## config.mk

```make
export PLATFORM = sky130hd
export DESIGN_NAME = nic_descriptor_ring_accounting_unit_flat
export DESIGN_NICKNAME = d
export VERILOG_FILES = /design/src/rtl/ndra_pkg.sv /design/src/rtl/ndra_req_if.sv /design/src/rtl/ndra_rsp_if.sv /design/src/rtl/nic_descriptor_ring_accounting_unit.sv /design/src/rtl/ndra_cfg_regs.sv /design/src/rtl/ndra_tx_ring.sv /design/src/rtl/ndra_stat_bank.sv /design/src/flat_wrapper.sv
export SDC_FILE = /design/constraint.sdc
export NUM_CORES = 1
export LEC_CHECK = 0
export BUFFER_PORTS_ARGS = -buffer_cell sky130_fd_sc_hd__buf_2
export CAP_MARGIN = 20
export CORE_ASPECT_RATIO = 0.8
export CORE_UTILIZATION = 30
export CTS_CLUSTER_SIZE = 30
export DETAILED_ROUTE_END_ITERATION = 8
export GPL_ROUTABILITY_DRIVEN = 0
export PLACE_DENSITY = 0.57
export SLEW_MARGIN = 25
export SYNTH_ARGS = -nofsm -noshare
export SYNTH_HDL_FRONTEND = slang
export SYNTH_SLANG_ARGS = --single-unit
```

## constraint.sdc

```tcl
create_clock -name clk -period 3.1 [get_ports clk]
set_input_delay 0.465 -clock clk [delete_from_list [all_inputs] [get_ports clk]]
set_output_delay 0.465 -clock clk [all_outputs]
set_load 0.02 [all_outputs]
```

## src/rtl/ndra_pkg.sv

```systemverilog
package ndra_pkg;

  // Commands carried by an input item
  typedef enum logic [1:0] {
    CMD_TX_SUBMIT   = 2'd0,
    CMD_TX_COMPLETE = 2'd1,
    CMD_RX_DESC     = 2'd2,
    CMD_CNT_READ    = 2'd3
  } cmd_t;

  // Outcome codes reported with every result item
  typedef enum logic [2:0] {
    OUT_NONE    = 3'd0,
    OUT_QUEUED  = 3'd1,
    OUT_TX_OK   = 3'd2,
    OUT_TX_COLL = 3'd3,
    OUT_TX_ERR  = 3'd4,
    OUT_RX_OK   = 3'd5,
    OUT_RX_ERR  = 3'd6,
    OUT_RX_DROP = 3'd7
  } outcome_t;

  localparam int unsigned LEN_W      = 11;
  localparam int unsigned NUM_CNT    = 16;
  localparam int unsigned CNT_IDX_W  = 4;
  localparam int unsigned ENTRY_W    = 4;
  localparam int unsigned CVAL_W     = 32;

  // Statistics counter slots
  localparam int unsigned CNT_TX_PACKETS = 0;
  localparam int unsigned CNT_TX_ERRORS  = 1;
  localparam int unsigned CNT_TX_ABORTED = 2;
  localparam int unsigned CNT_TX_CARRIER = 3;
  localparam int unsigned CNT_TX_WINDOW  = 4;
  localparam int unsigned CNT_TX_FIFO    = 5;
  localparam int unsigned CNT_COLLISIONS = 6;
  localparam int unsigned CNT_RX_PACKETS = 7;
  localparam int unsigned CNT_RX_ERRORS  = 8;
  localparam int unsigned CNT_RX_FRAME   = 9;
  localparam int unsigned CNT_RX_OVER    = 10;
  localparam int unsigned CNT_RX_CRC     = 11;
  localparam int unsigned CNT_RX_FIFO    = 12;
  localparam int unsigned CNT_RX_DROPPED = 13;

  // Descriptor status byte
  localparam logic [7:0] ST_ERROR    = 8'h40;
  localparam logic [7:0] ST_COLL     = 8'h18;
  localparam logic [7:0] ST_RX_FRAME = 8'h20;
  localparam logic [7:0] ST_RX_OVER  = 8'h10;
  localparam logic [7:0] ST_RX_CRC   = 8'h08;
  localparam logic [7:0] ST_RX_FIFO  = 8'h04;

  // Transmit error word
  localparam logic [15:0] ERR_ABORT   = 16'h0400;
  localparam logic [15:0] ERR_CARRIER = 16'h0800;
  localparam logic [15:0] ERR_WINDOW  = 16'h1000;
  localparam logic [15:0] ERR_FIFO    = 16'h4000;

  // Configuration port
  localparam int unsigned   ADDR_W          = 3;
  localparam logic          REG_MIN_FRAME   = 1'b0;
  localparam logic [10:0]   MIN_FRAME_RESET = 11'd60;

  typedef struct packed {
    cmd_t        command;
    logic [10:0] frame_length;
    logic        host_owns;
    logic [7:0]  status_bits;
    logic [15:0] error_bits;
    logic        upper_accepts;
    logic [3:0]  counter_index;
  } req_item_t;

  typedef struct packed {
    logic [3:0]  entry_index;
    logic [10:0] send_length;
    logic        busy_res;
    outcome_t    outcome;
    logic        advanced;
    logic [31:0] counter_value;
  } rsp_item_t;

  // Transmit ring status toward the result stage
  typedef struct packed {
    logic [3:0]  entry;
    logic [10:0] send_length;
    outcome_t    outcome;
    logic        advanced;
    logic        busy;
  } tx_res_t;

endpackage

```

## src/rtl/ndra_req_if.sv

```systemverilog
interface ndra_req_if;
  import ndra_pkg::*;
  logic      valid;
  logic      ready;
  req_item_t payload;
  modport source (output valid, output payload, input ready);
  modport sink   (input valid, input payload, output ready);
endinterface

```

## src/rtl/ndra_rsp_if.sv

```systemverilog
interface ndra_rsp_if;
  import ndra_pkg::*;
  logic      valid;
  logic      ready;
  rsp_item_t payload;
  modport source (output valid, output payload, input ready);
  modport sink   (input valid, input payload, output ready);
endinterface

```

## src/rtl/nic_descriptor_ring_accounting_unit.sv

```systemverilog
// Descriptor ring accounting for an ethernet controller.
// req carries one command item (transmit submit, transmit completion,
// receive descriptor, counter read); rsp returns exactly one result item
// for each, in order. Both are valid/ready channels.
// The APB port holds min_frame_length at address 0; writes are expected
// only while no item is in flight.
// An item accepted on req is held in the input register and moves on to
// the result register, which drives rsp.valid. Throughput: one item per
// cycle while rsp is not stalled; the ring indices, ownership bits and
// counters are all updated in the single logic stage between the two
// registers.
// When rsp stalls, the result register holds and the input register can
// still take one more item; req.ready drops only when both are full.
// Reset (rst, synchronous) empties both registers, clears the ring
// indices, ownership bits, busy flag and all counters, and sets
// min_frame_length to 60.
module nic_descriptor_ring_accounting_unit #(
  parameter int RING_ENTRIES  = 16,
  parameter int COUNTER_WIDTH = 32
) (
  input  logic                       clk,
  input  logic                       rst,
  ndra_req_if.sink                   req,
  ndra_rsp_if.source                 rsp,
  input  logic                       psel,
  input  logic                       penable,
  input  logic                       pwrite,
  input  logic [ndra_pkg::ADDR_W-1:0] paddr,
  input  logic [31:0]                pwdata,
  output logic [31:0]                prdata,
  output logic                       pready
);
  import ndra_pkg::*;

  localparam int SW = $clog2(RING_ENTRIES);
  localparam logic [SW-1:0] LAST = SW'(RING_ENTRIES - 1);

  logic          in_valid;
  req_item_t     in_item;
  logic          fire;
  logic [10:0]   min_len;
  tx_res_t       tx_res;
  logic [15:0]   tx_bump;
  logic [15:0]   rx_bump;
  logic [31:0]   cnt_value;
  logic [SW-1:0] rx_slot;
  logic [SW-1:0] rx_slot_next;
  logic [SW+3:0] rx_entry_wide;
  logic          rx_adv;
  outcome_t      rx_outcome;
  rsp_item_t     result_next;

  // handshake: input stage moves on when the result register is free or being taken
  assign fire      = in_valid && (!rsp.valid || rsp.ready);
  assign req.ready = !in_valid || fire;

  // input register
  always_ff @(posedge clk) begin
    if (rst) begin
      in_valid <= 1'b0;
    end else if (req.valid && req.ready) begin
      in_valid <= 1'b1;
    end else if (fire) begin
      in_valid <= 1'b0;
    end
  end

  always_ff @(posedge clk) begin
    if (req.valid && req.ready) begin
      in_item <= req.payload;
    end
  end

  ndra_cfg_regs u_cfg (
    .clk     (clk),
    .rst     (rst),
    .psel    (psel),
    .penable (penable),
    .pwrite  (pwrite),
    .paddr   (paddr),
    .pwdata  (pwdata),
    .prdata  (prdata),
    .pready  (pready),
    .min_len (min_len)
  );

  ndra_tx_ring #(
    .RING_ENTRIES (RING_ENTRIES)
  ) u_tx (
    .clk          (clk),
    .rst          (rst),
    .fire         (fire),
    .command      (in_item.command),
    .frame_length (in_item.frame_length),
    .host_owns    (in_item.host_owns),
    .status_bits  (in_item.status_bits),
    .error_bits   (in_item.error_bits),
    .min_len      (min_len),
    .res          (tx_res),
    .bump         (tx_bump)
  );

  // receive side classification
  always_comb begin
    rx_bump    = '0;
    rx_outcome = OUT_NONE;
    rx_adv     = 1'b0;
    if ((in_item.command == CMD_RX_DESC) && in_item.host_owns) begin
      if ((in_item.status_bits & ST_ERROR) != '0) begin
        rx_outcome            = OUT_RX_ERR;
        rx_adv                = 1'b1;
        rx_bump[CNT_RX_ERRORS] = 1'b1;
        rx_bump[CNT_RX_FRAME]  = (in_item.status_bits & ST_RX_FRAME) != '0;
        rx_bump[CNT_RX_OVER]   = (in_item.status_bits & ST_RX_OVER) != '0;
        rx_bump[CNT_RX_CRC]    = (in_item.status_bits & ST_RX_CRC) != '0;
        rx_bump[CNT_RX_FIFO]   = (in_item.status_bits & ST_RX_FIFO) != '0;
      end else if (!in_item.upper_accepts) begin
        rx_outcome              = OUT_RX_DROP;
        rx_bump[CNT_RX_DROPPED] = 1'b1;
      end else begin
        rx_outcome              = OUT_RX_OK;
        rx_adv                  = 1'b1;
        rx_bump[CNT_RX_PACKETS] = 1'b1;
      end
    end
  end

  assign rx_slot_next  = (rx_slot == LAST) ? '0 : rx_slot + 1'b1;
  assign rx_entry_wide = {4'b0, rx_slot};

  // receive ring index
  always_ff @(posedge clk) begin
    if (rst) begin
      rx_slot <= '0;
    end else if (fire && rx_adv) begin
      rx_slot <= rx_slot_next;
    end
  end

  ndra_stat_bank #(
    .COUNTER_WIDTH (COUNTER_WIDTH)
  ) u_stats (
    .clk      (clk),
    .rst      (rst),
    .fire     (fire),
    .bump     (tx_bump | rx_bump),
    .rd_index (in_item.counter_index),
    .rd_value (cnt_value)
  );

  // result assembly
  always_comb begin
    result_next.entry_index   = '0;
    result_next.send_length   = '0;
    result_next.busy_res      = tx_res.busy;
    result_next.outcome       = OUT_NONE;
    result_next.advanced      = 1'b0;
    result_next.counter_value = '0;
    unique case (in_item.command)
      CMD_TX_SUBMIT, CMD_TX_COMPLETE: begin
        result_next.entry_index = tx_res.entry;
        result_next.send_length = tx_res.send_length;
        result_next.outcome     = tx_res.outcome;
        result_next.advanced    = tx_res.advanced;
      end
      CMD_RX_DESC: begin
        result_next.entry_index = rx_entry_wide[3:0];
        result_next.outcome     = rx_outcome;
        result_next.advanced    = rx_adv;
      end
      CMD_CNT_READ: begin
        result_next.counter_value = cnt_value;
      end
      default: begin
        result_next.outcome = OUT_NONE;
      end
    endcase
  end

  // result register
  always_ff @(posedge clk) begin
    if (rst) begin
      rsp.valid <= 1'b0;
    end else if (fire) begin
      rsp.valid <= 1'b1;
    end else if (rsp.ready) begin
      rsp.valid <= 1'b0;
    end
  end

  always_ff @(posedge clk) begin
    if (fire) begin
      rsp.payload <= result_next;
    end
  end

endmodule

```

## src/rtl/ndra_cfg_regs.sv

```systemverilog
module ndra_cfg_regs (
  input  logic                       clk,
  input  logic                       rst,
  input  logic                       psel,
  input  logic                       penable,
  input  logic                       pwrite,
  input  logic [ndra_pkg::ADDR_W-1:0] paddr,
  input  logic [31:0]                pwdata,
  output logic [31:0]                prdata,
  output logic                       pready,
  output logic [10:0]                min_len
);
  import ndra_pkg::*;

  logic wr_en;
  logic reg_sel;

  assign pready  = 1'b1;
  assign reg_sel = paddr[2];
  assign wr_en   = psel && penable && pwrite && (reg_sel == REG_MIN_FRAME);

  // minimum frame length register
  always_ff @(posedge clk) begin
    if (rst) begin
      min_len <= MIN_FRAME_RESET;
    end else if (wr_en) begin
      min_len <= pwdata[10:0];
    end
  end

  // read back; unused addresses read zero
  always_comb begin
    prdata = '0;
    if (reg_sel == REG_MIN_FRAME) begin
      prdata = {21'b0, min_len};
    end
  end

endmodule

```

## src/rtl/ndra_tx_ring.sv

```systemverilog
module ndra_tx_ring #(
  parameter int RING_ENTRIES = 16
) (
  input  logic                clk,
  input  logic                rst,
  input  logic                fire,
  input  ndra_pkg::cmd_t      command,
  input  logic [10:0]         frame_length,
  input  logic                host_owns,
  input  logic [7:0]          status_bits,
  input  logic [15:0]         error_bits,
  input  logic [10:0]         min_len,
  output ndra_pkg::tx_res_t   res,
  output logic [15:0]         bump
);
  import ndra_pkg::*;

  localparam int SW = $clog2(RING_ENTRIES);
  localparam logic [SW-1:0] LAST = SW'(RING_ENTRIES - 1);

  logic [SW-1:0]           next_slot;
  logic [SW-1:0]           oldest_slot;
  logic [RING_ENTRIES-1:0] owned;
  logic                    busy;

  logic [SW-1:0] next_slot_next;
  logic [SW-1:0] oldest_slot_next;
  logic          busy_next;
  logic          submit_ok;
  logic          retire;
  logic [SW+3:0] entry_wide;
  logic [SW-1:0] entry_slot;

  // submit takes a free slot, completion retires a returned one
  assign submit_ok = (command == CMD_TX_SUBMIT) && (frame_length != '0) && !owned[next_slot];
  assign retire    = (command == CMD_TX_COMPLETE) && (oldest_slot != next_slot) && host_owns;

  assign next_slot_next   = (next_slot == LAST) ? '0 : next_slot + 1'b1;
  assign oldest_slot_next = (oldest_slot == LAST) ? '0 : oldest_slot + 1'b1;

  // busy follows the owned bit of the next free slot after the update
  always_comb begin
    busy_next = busy;
    if (command == CMD_TX_SUBMIT) begin
      busy_next = submit_ok ? owned[next_slot_next] : owned[next_slot];
    end else if (command == CMD_TX_COMPLETE) begin
      busy_next = owned[next_slot];
    end
  end

  assign entry_slot = (command == CMD_TX_COMPLETE) ? oldest_slot : next_slot;
  assign entry_wide = {4'b0, entry_slot};

  // result and counter bumps
  always_comb begin
    res.entry       = entry_wide[3:0];
    res.send_length = '0;
    res.outcome     = OUT_NONE;
    res.advanced    = 1'b0;
    res.busy        = busy_next;
    bump            = '0;
    if (submit_ok) begin
      res.send_length = (frame_length < min_len) ? min_len : frame_length;
      res.outcome     = OUT_QUEUED;
      res.advanced    = 1'b1;
    end
    if (retire) begin
      res.advanced = 1'b1;
      if ((status_bits & ST_ERROR) != '0) begin
        res.outcome           = OUT_TX_ERR;
        bump[CNT_TX_ERRORS]   = 1'b1;
        bump[CNT_TX_ABORTED]  = (error_bits & ERR_ABORT) != '0;
        bump[CNT_TX_CARRIER]  = (error_bits & ERR_CARRIER) != '0;
        bump[CNT_TX_WINDOW]   = (error_bits & ERR_WINDOW) != '0;
        bump[CNT_TX_FIFO]     = (error_bits & ERR_FIFO) != '0;
      end else if ((status_bits & ST_COLL) != '0) begin
        res.outcome          = OUT_TX_COLL;
        bump[CNT_COLLISIONS] = 1'b1;
      end else begin
        res.outcome          = OUT_TX_OK;
        bump[CNT_TX_PACKETS] = 1'b1;
      end
    end
  end

  // ring state
  always_ff @(posedge clk) begin
    if (rst) begin
      next_slot   <= '0;
      oldest_slot <= '0;
      owned       <= '0;
      busy        <= 1'b0;
    end else if (fire) begin
      busy <= busy_next;
      if (submit_ok) begin
        owned[next_slot] <= 1'b1;
        next_slot        <= next_slot_next;
      end
      if (retire) begin
        owned[oldest_slot] <= 1'b0;
        oldest_slot        <= oldest_slot_next;
      end
    end
  end

endmodule

```

## src/rtl/ndra_stat_bank.sv

```systemverilog
module ndra_stat_bank #(
  parameter int COUNTER_WIDTH = 32
) (
  input  logic                           clk,
  input  logic                           rst,
  input  logic                           fire,
  input  logic [ndra_pkg::NUM_CNT-1:0]   bump,
  input  logic [ndra_pkg::CNT_IDX_W-1:0] rd_index,
  output logic [31:0]                    rd_value
);
  import ndra_pkg::*;

  logic [COUNTER_WIDTH-1:0] cnt [NUM_CNT];
  logic [COUNTER_WIDTH+31:0] rd_wide;

  // wrapping event counters
  always_ff @(posedge clk) begin
    if (rst) begin
      for (int k = 0; k < NUM_CNT; k++) begin
        cnt[k] <= '0;
      end
    end else if (fire) begin
      for (int k = 0; k < NUM_CNT; k++) begin
        if (bump[k]) begin
          cnt[k] <= cnt[k] + 1'b1;
        end
      end
    end
  end

  assign rd_wide  = {32'b0, cnt[rd_index]};
  assign rd_value = rd_wide[31:0];

endmodule

```

## src/flat_wrapper.sv

```systemverilog
// flat-port wrapper written by rule: the top's interface ports become plain ports
module nic_descriptor_ring_accounting_unit_flat import ndra_pkg::*;
#(
  parameter int RING_ENTRIES  = 16,
  parameter int COUNTER_WIDTH = 32
)
  (clk, rst, psel, penable, pwrite, paddr, pwdata, prdata, pready, req_valid, req_payload, req_ready, rsp_valid, rsp_payload, rsp_ready);
  ndra_req_if req_i ();
  ndra_rsp_if rsp_i ();
  input  logic clk;
  input  logic rst;
  input  logic psel;
  input  logic penable;
  input  logic pwrite;
  input  logic [ndra_pkg::ADDR_W-1:0] paddr;
  input  logic [31:0] pwdata;
  output logic [31:0] prdata;
  output logic pready;
  input wire logic [$bits(req_i.valid)-1:0] req_valid;
  input wire logic [$bits(req_i.payload)-1:0] req_payload;
  output wire logic [$bits(req_i.ready)-1:0] req_ready;
  output wire logic [$bits(rsp_i.valid)-1:0] rsp_valid;
  output wire logic [$bits(rsp_i.payload)-1:0] rsp_payload;
  input wire logic [$bits(rsp_i.ready)-1:0] rsp_ready;
  assign req_i.valid = req_valid;
  assign req_i.payload = req_payload;
  assign req_ready = req_i.ready;
  assign rsp_valid = rsp_i.valid;
  assign rsp_payload = rsp_i.payload;
  assign rsp_i.ready = rsp_ready;
  nic_descriptor_ring_accounting_unit #(.RING_ENTRIES(RING_ENTRIES), .COUNTER_WIDTH(COUNTER_WIDTH)) u_core (.clk(clk), .rst(rst), .req(req_i), .rsp(rsp_i), .psel(psel), .penable(penable), .pwrite(pwrite), .paddr(paddr), .pwdata(pwdata), .prdata(prdata), .pready(pready));
endmodule
```

==> reports/metrics.yaml <==
outcome:
  run_status: "completed"
synthesis:
  synth_edf_count: 528
  netlist_top_cells_area: "edfxtp_1, nor2_1, mux4_2"
  avgSynthCellArea_um2: 10.80
  ys_seq_elements: 570
  yosysWarnings: 0
  yosys.area.top_type: "edfxtp_1"
  synthCells: 2993
  ys.flop_type: "edfxtp_1"
  ys_types: 58
  syn_area_um2: 32320
  async_reset_ff_share_pct: 0
  synth_seq_area_share_pct: 51.65
  synth_top_area_share_pct: 49.05
finish:
  finish.instance_area_um2: 37080
  final_nets: 3287
  area.growth.synth_to_final_pct: 14.72
  layout.cells.non_filler: 4635
  drive_above_1_share_pct: 12.59
  diodes: 0
  final_core_util_pct: 34.80
grt:
  grt_pass1_wl_um: 136600
  grt_max_degree: 88
  grt_antenna_before_repair: 2
  grt_pass1_vias: 21980
  grt.overflow.total: 0
  grtUsageTotal_pct: 16.23
setup_path:
  worstPathRequired_ns: 3.50
  crit_fanout: 12
  worstRegToRegCells: 6
  start_kind: "flip-flop"
  end_kind: "flip-flop"
  crit_type: "reg -> reg"
  cp.arrival_ns: 3.07
sta:
  max_slew_margin_pct: 34.01
  min_period_ns: 2.670
  rsz0062_at_grt: "false"
  fin_worst_skew_ns: 0.04336
  fmax_mhz: 374.5
  worstMarginPinSlew_ns: 0.9899
  finalSetupViolCount: 0
  holdWs_ns: 0.02704
  finalCritPeriodShare_pct: 86.13
  drv_slew: 0
  hold_viol_final: 0
  fin_tns_setup_ns: 0
drt:
  ant_nets: 0
  vias: 23684
  routed_wl_um: 89390
  viasPerCell: 5.110
  drt_pre_antenna_iters: 6
  wl_per_cell_um: 19.29
  drtIter0Drc: 2398
  drc: 0
clock_network:
  postCtsSetupBuffers: 0
  cts-buffers-inserted: 59
  cts_max_level: 2
  clkTransAtPathRegs_ns: 0.06
  cts_tree: "done"
  clock_sinks: 570
  clkLatencyLatePin_ns: 0.68
  root_buffer: "clkbuf_16"
  cts_resized: 0
  clk_path_buf_depth: 3
power_and_ir_drop:
  powerDensity_nw_per_um2: 479.3
  vdd_drop_max_mv: 0.4371
  leakage_nw: 12.53
placement:
  dp_hpwl_um: 65080
  dp_cells: 4491
  place_area_um2: 34890
  port_buffers: 111
worst_hold_path:
  min_path_cells: 1
  hp-class: "in -> reg"
floorplanning:
  start_util_pct: 30.33
  io_pins: 172
  coreArea_um2: 106600
  die_w_um: 369.0
  die-area_um2: 109100
  die_y_um: 295.6
  fp-row-count: 107
run:
  drv_cap: 0
-- path summary, 6_finish.rpt --
kind,startpoint,end,slack [ns]
setup / recovery,u_core.in_item[1]$_DFFE_PP_,u_core.rsp.payload[1]$_SDFFCE_PP0P_,0.43
hold / removal,req_payload[15],u_core.in_item[15]$_DFFE_PP_,0.03
setup reg to reg,u_core.in_item[1]$_DFFE_PP_,u_core.rsp.payload[1]$_SDFFCE_PP0P_,0.43
hold reg to reg,u_core.u_cfg.min_len[6]$_SDFFE_PP0P_,u_core.u_cfg.min_len[6]$_SDFFE_PP0P_,0.48
-- placed cells by master, fill, tap and decap left out, types with 22 or more instances in the layout --
| cell type | n |
|---|---|
| buf_4 | 92 |
| clkbuf_16 | 60 |
| nand3_1 | 142 |
| nand2_1 | 188 |
| and4_1 | 47 |
| ha_1 | 33 |
| nor2_1 | 590 |
| edfxtp_1 | 528 |
| mux4_2 | 97 |
| buf_2 | 110 |
| mux2i_1 | 74 |
| nand4_1 | 91 |
| and3_1 | 65 |
| conb_1 | 22 |
| xnor2_1 | 153 |
| inv_1 | 96 |
| or3_1 | 47 |
| dfxtp_1 | 42 |
| dlygate4sd3_1 | 34 |
| o22ai_1 | 33 |
| a21oi_1 | 103 |
| xor2_1 | 240 |
| nor3_1 | 68 |
| o21ai_0 | 58 |
-- kinds of logic after synthesis --
family	count (synthesis)	share of synthesized area [%]
mux	175	9.375
buf+inv	248	3.333
other cells	2	0.02323
xor+xnor	393	10.65
simple gates	1327	19.35
flops	570	51.65
compound gates	245	4.343
fa+ha+maj	33	1.277
-- final cells by class --
| type | instances | area, um^2 |
|---|---|---|
| clock buffer | 74 | 1574 |
| clock inverter | 36 | 279.0 |
| fill | 10703 | 69490 |
| inverter | 97 | 364.1 |
| multi-input combinational | 2195 | 14630 |
| sequential | 570 | 16700 |
| tap | 1417 | 1773 |
| timing repair buffer | 246 | 1768 |
-- stage by stage --
step	total power [mW]	worst slack (ns)
2_1_floorplan	10.20	0.4478
3_3_place_gp	10.79	0.3970
3_5_place_dp	10.81	0.3660
4_1_cts	17.91	0.4191
5_1_grt	18.33	0.3131
6_report	17.77	0.4298
-- state kept, by name, indices dropped and copies added, names as in the netlist, 4 cells and up --
name / count
u_core.in_item: 28
u_core.rsp.payload: 52
u_core.rx_slot: 4
u_core.u_cfg.min_len: 11
u_core.u_stats.cnt: 448
u_core.u_tx.next_slot: 4
u_core.u_tx.oldest_slot: 4
u_core.u_tx.owned: 16
-- worst max-delay path, stage by stage, from the launching register on --
cell and delay (ns):
edfxtp_1 0.67, buf_4 0.29, nand2b_1 0.44, buf_4 0.30
o22ai_1 0.10, a21oi_1 0.50, nor2_1 0.09
-- synth_stat cells (2+ instances only) --
| cell | instances |
|---|---|
| edfxtp_1 | 528 |
| ha_1 | 33 |
| and2_1 | 14 |
| or3_1 | 47 |
| xor2_1 | 240 |
| nand3b_1 | 16 |
| conb_1 | 2 |
| xnor2_1 | 153 |
| nor2b_1 | 11 |
| mux4_1 | 4 |
| o22ai_1 | 33 |
| nand2_1 | 188 |
| nor3b_1 | 2 |
| nor4_1 | 18 |
| a31oi_1 | 12 |
| a31o_2 | 5 |
| o21ai_0 | 59 |
| buf_4 | 23 |
| inv_1 | 97 |
| o21a_1 | 2 |
| nand2b_1 | 10 |
| or4_1 | 3 |
| a21o_1 | 8 |
| o221ai_1 | 4 |
| and3b_1 | 2 |
| mux4_2 | 97 |
| and3_1 | 65 |
| clkbuf_1 | 81 |
| a211oi_1 | 3 |
| buf_6 | 2 |
| mux2i_1 | 74 |
| dfxtp_1 | 42 |
| or2_2 | 8 |
| a21oi_1 | 103 |
| nor3_1 | 68 |
| a211o_1 | 4 |
| a21boi_0 | 3 |
| and4_1 | 47 |
| buf_2 | 23 |
| nand3_1 | 142 |
| buf_1 | 21 |
| nand4_1 | 91 |
| nor2_1 | 590 |
-- repair_timing --
action	CTS	global route
endpoints found under the setup margin	0	0
hold buffers	34	0
endpoints found under the hold margin	34	0
-- report_power, final --
group / total (mW) / switching, mW / internal, mW
clock network: 7.08 / 3.24 / 3.84
logic: 1.54 / 0.912 / 0.629
registers: 9.15 / 0.391 / 8.76
total: 17.8 / 4.54 / 13.2
-- routing by layer --
metal | share of wire, % | up-vias | global-route usage (%)
li1 | - | 11126 | -
met1 | 49 | 11738 | 25.41
met2 | 41 | 742 | 23.06
met3 | 7.9 | 78 | 2.902
met4 | 1.3 | 0 | 3.066
met5 | 0 | - | 0
Note: power is estimated with default switching activity, not from simulation.
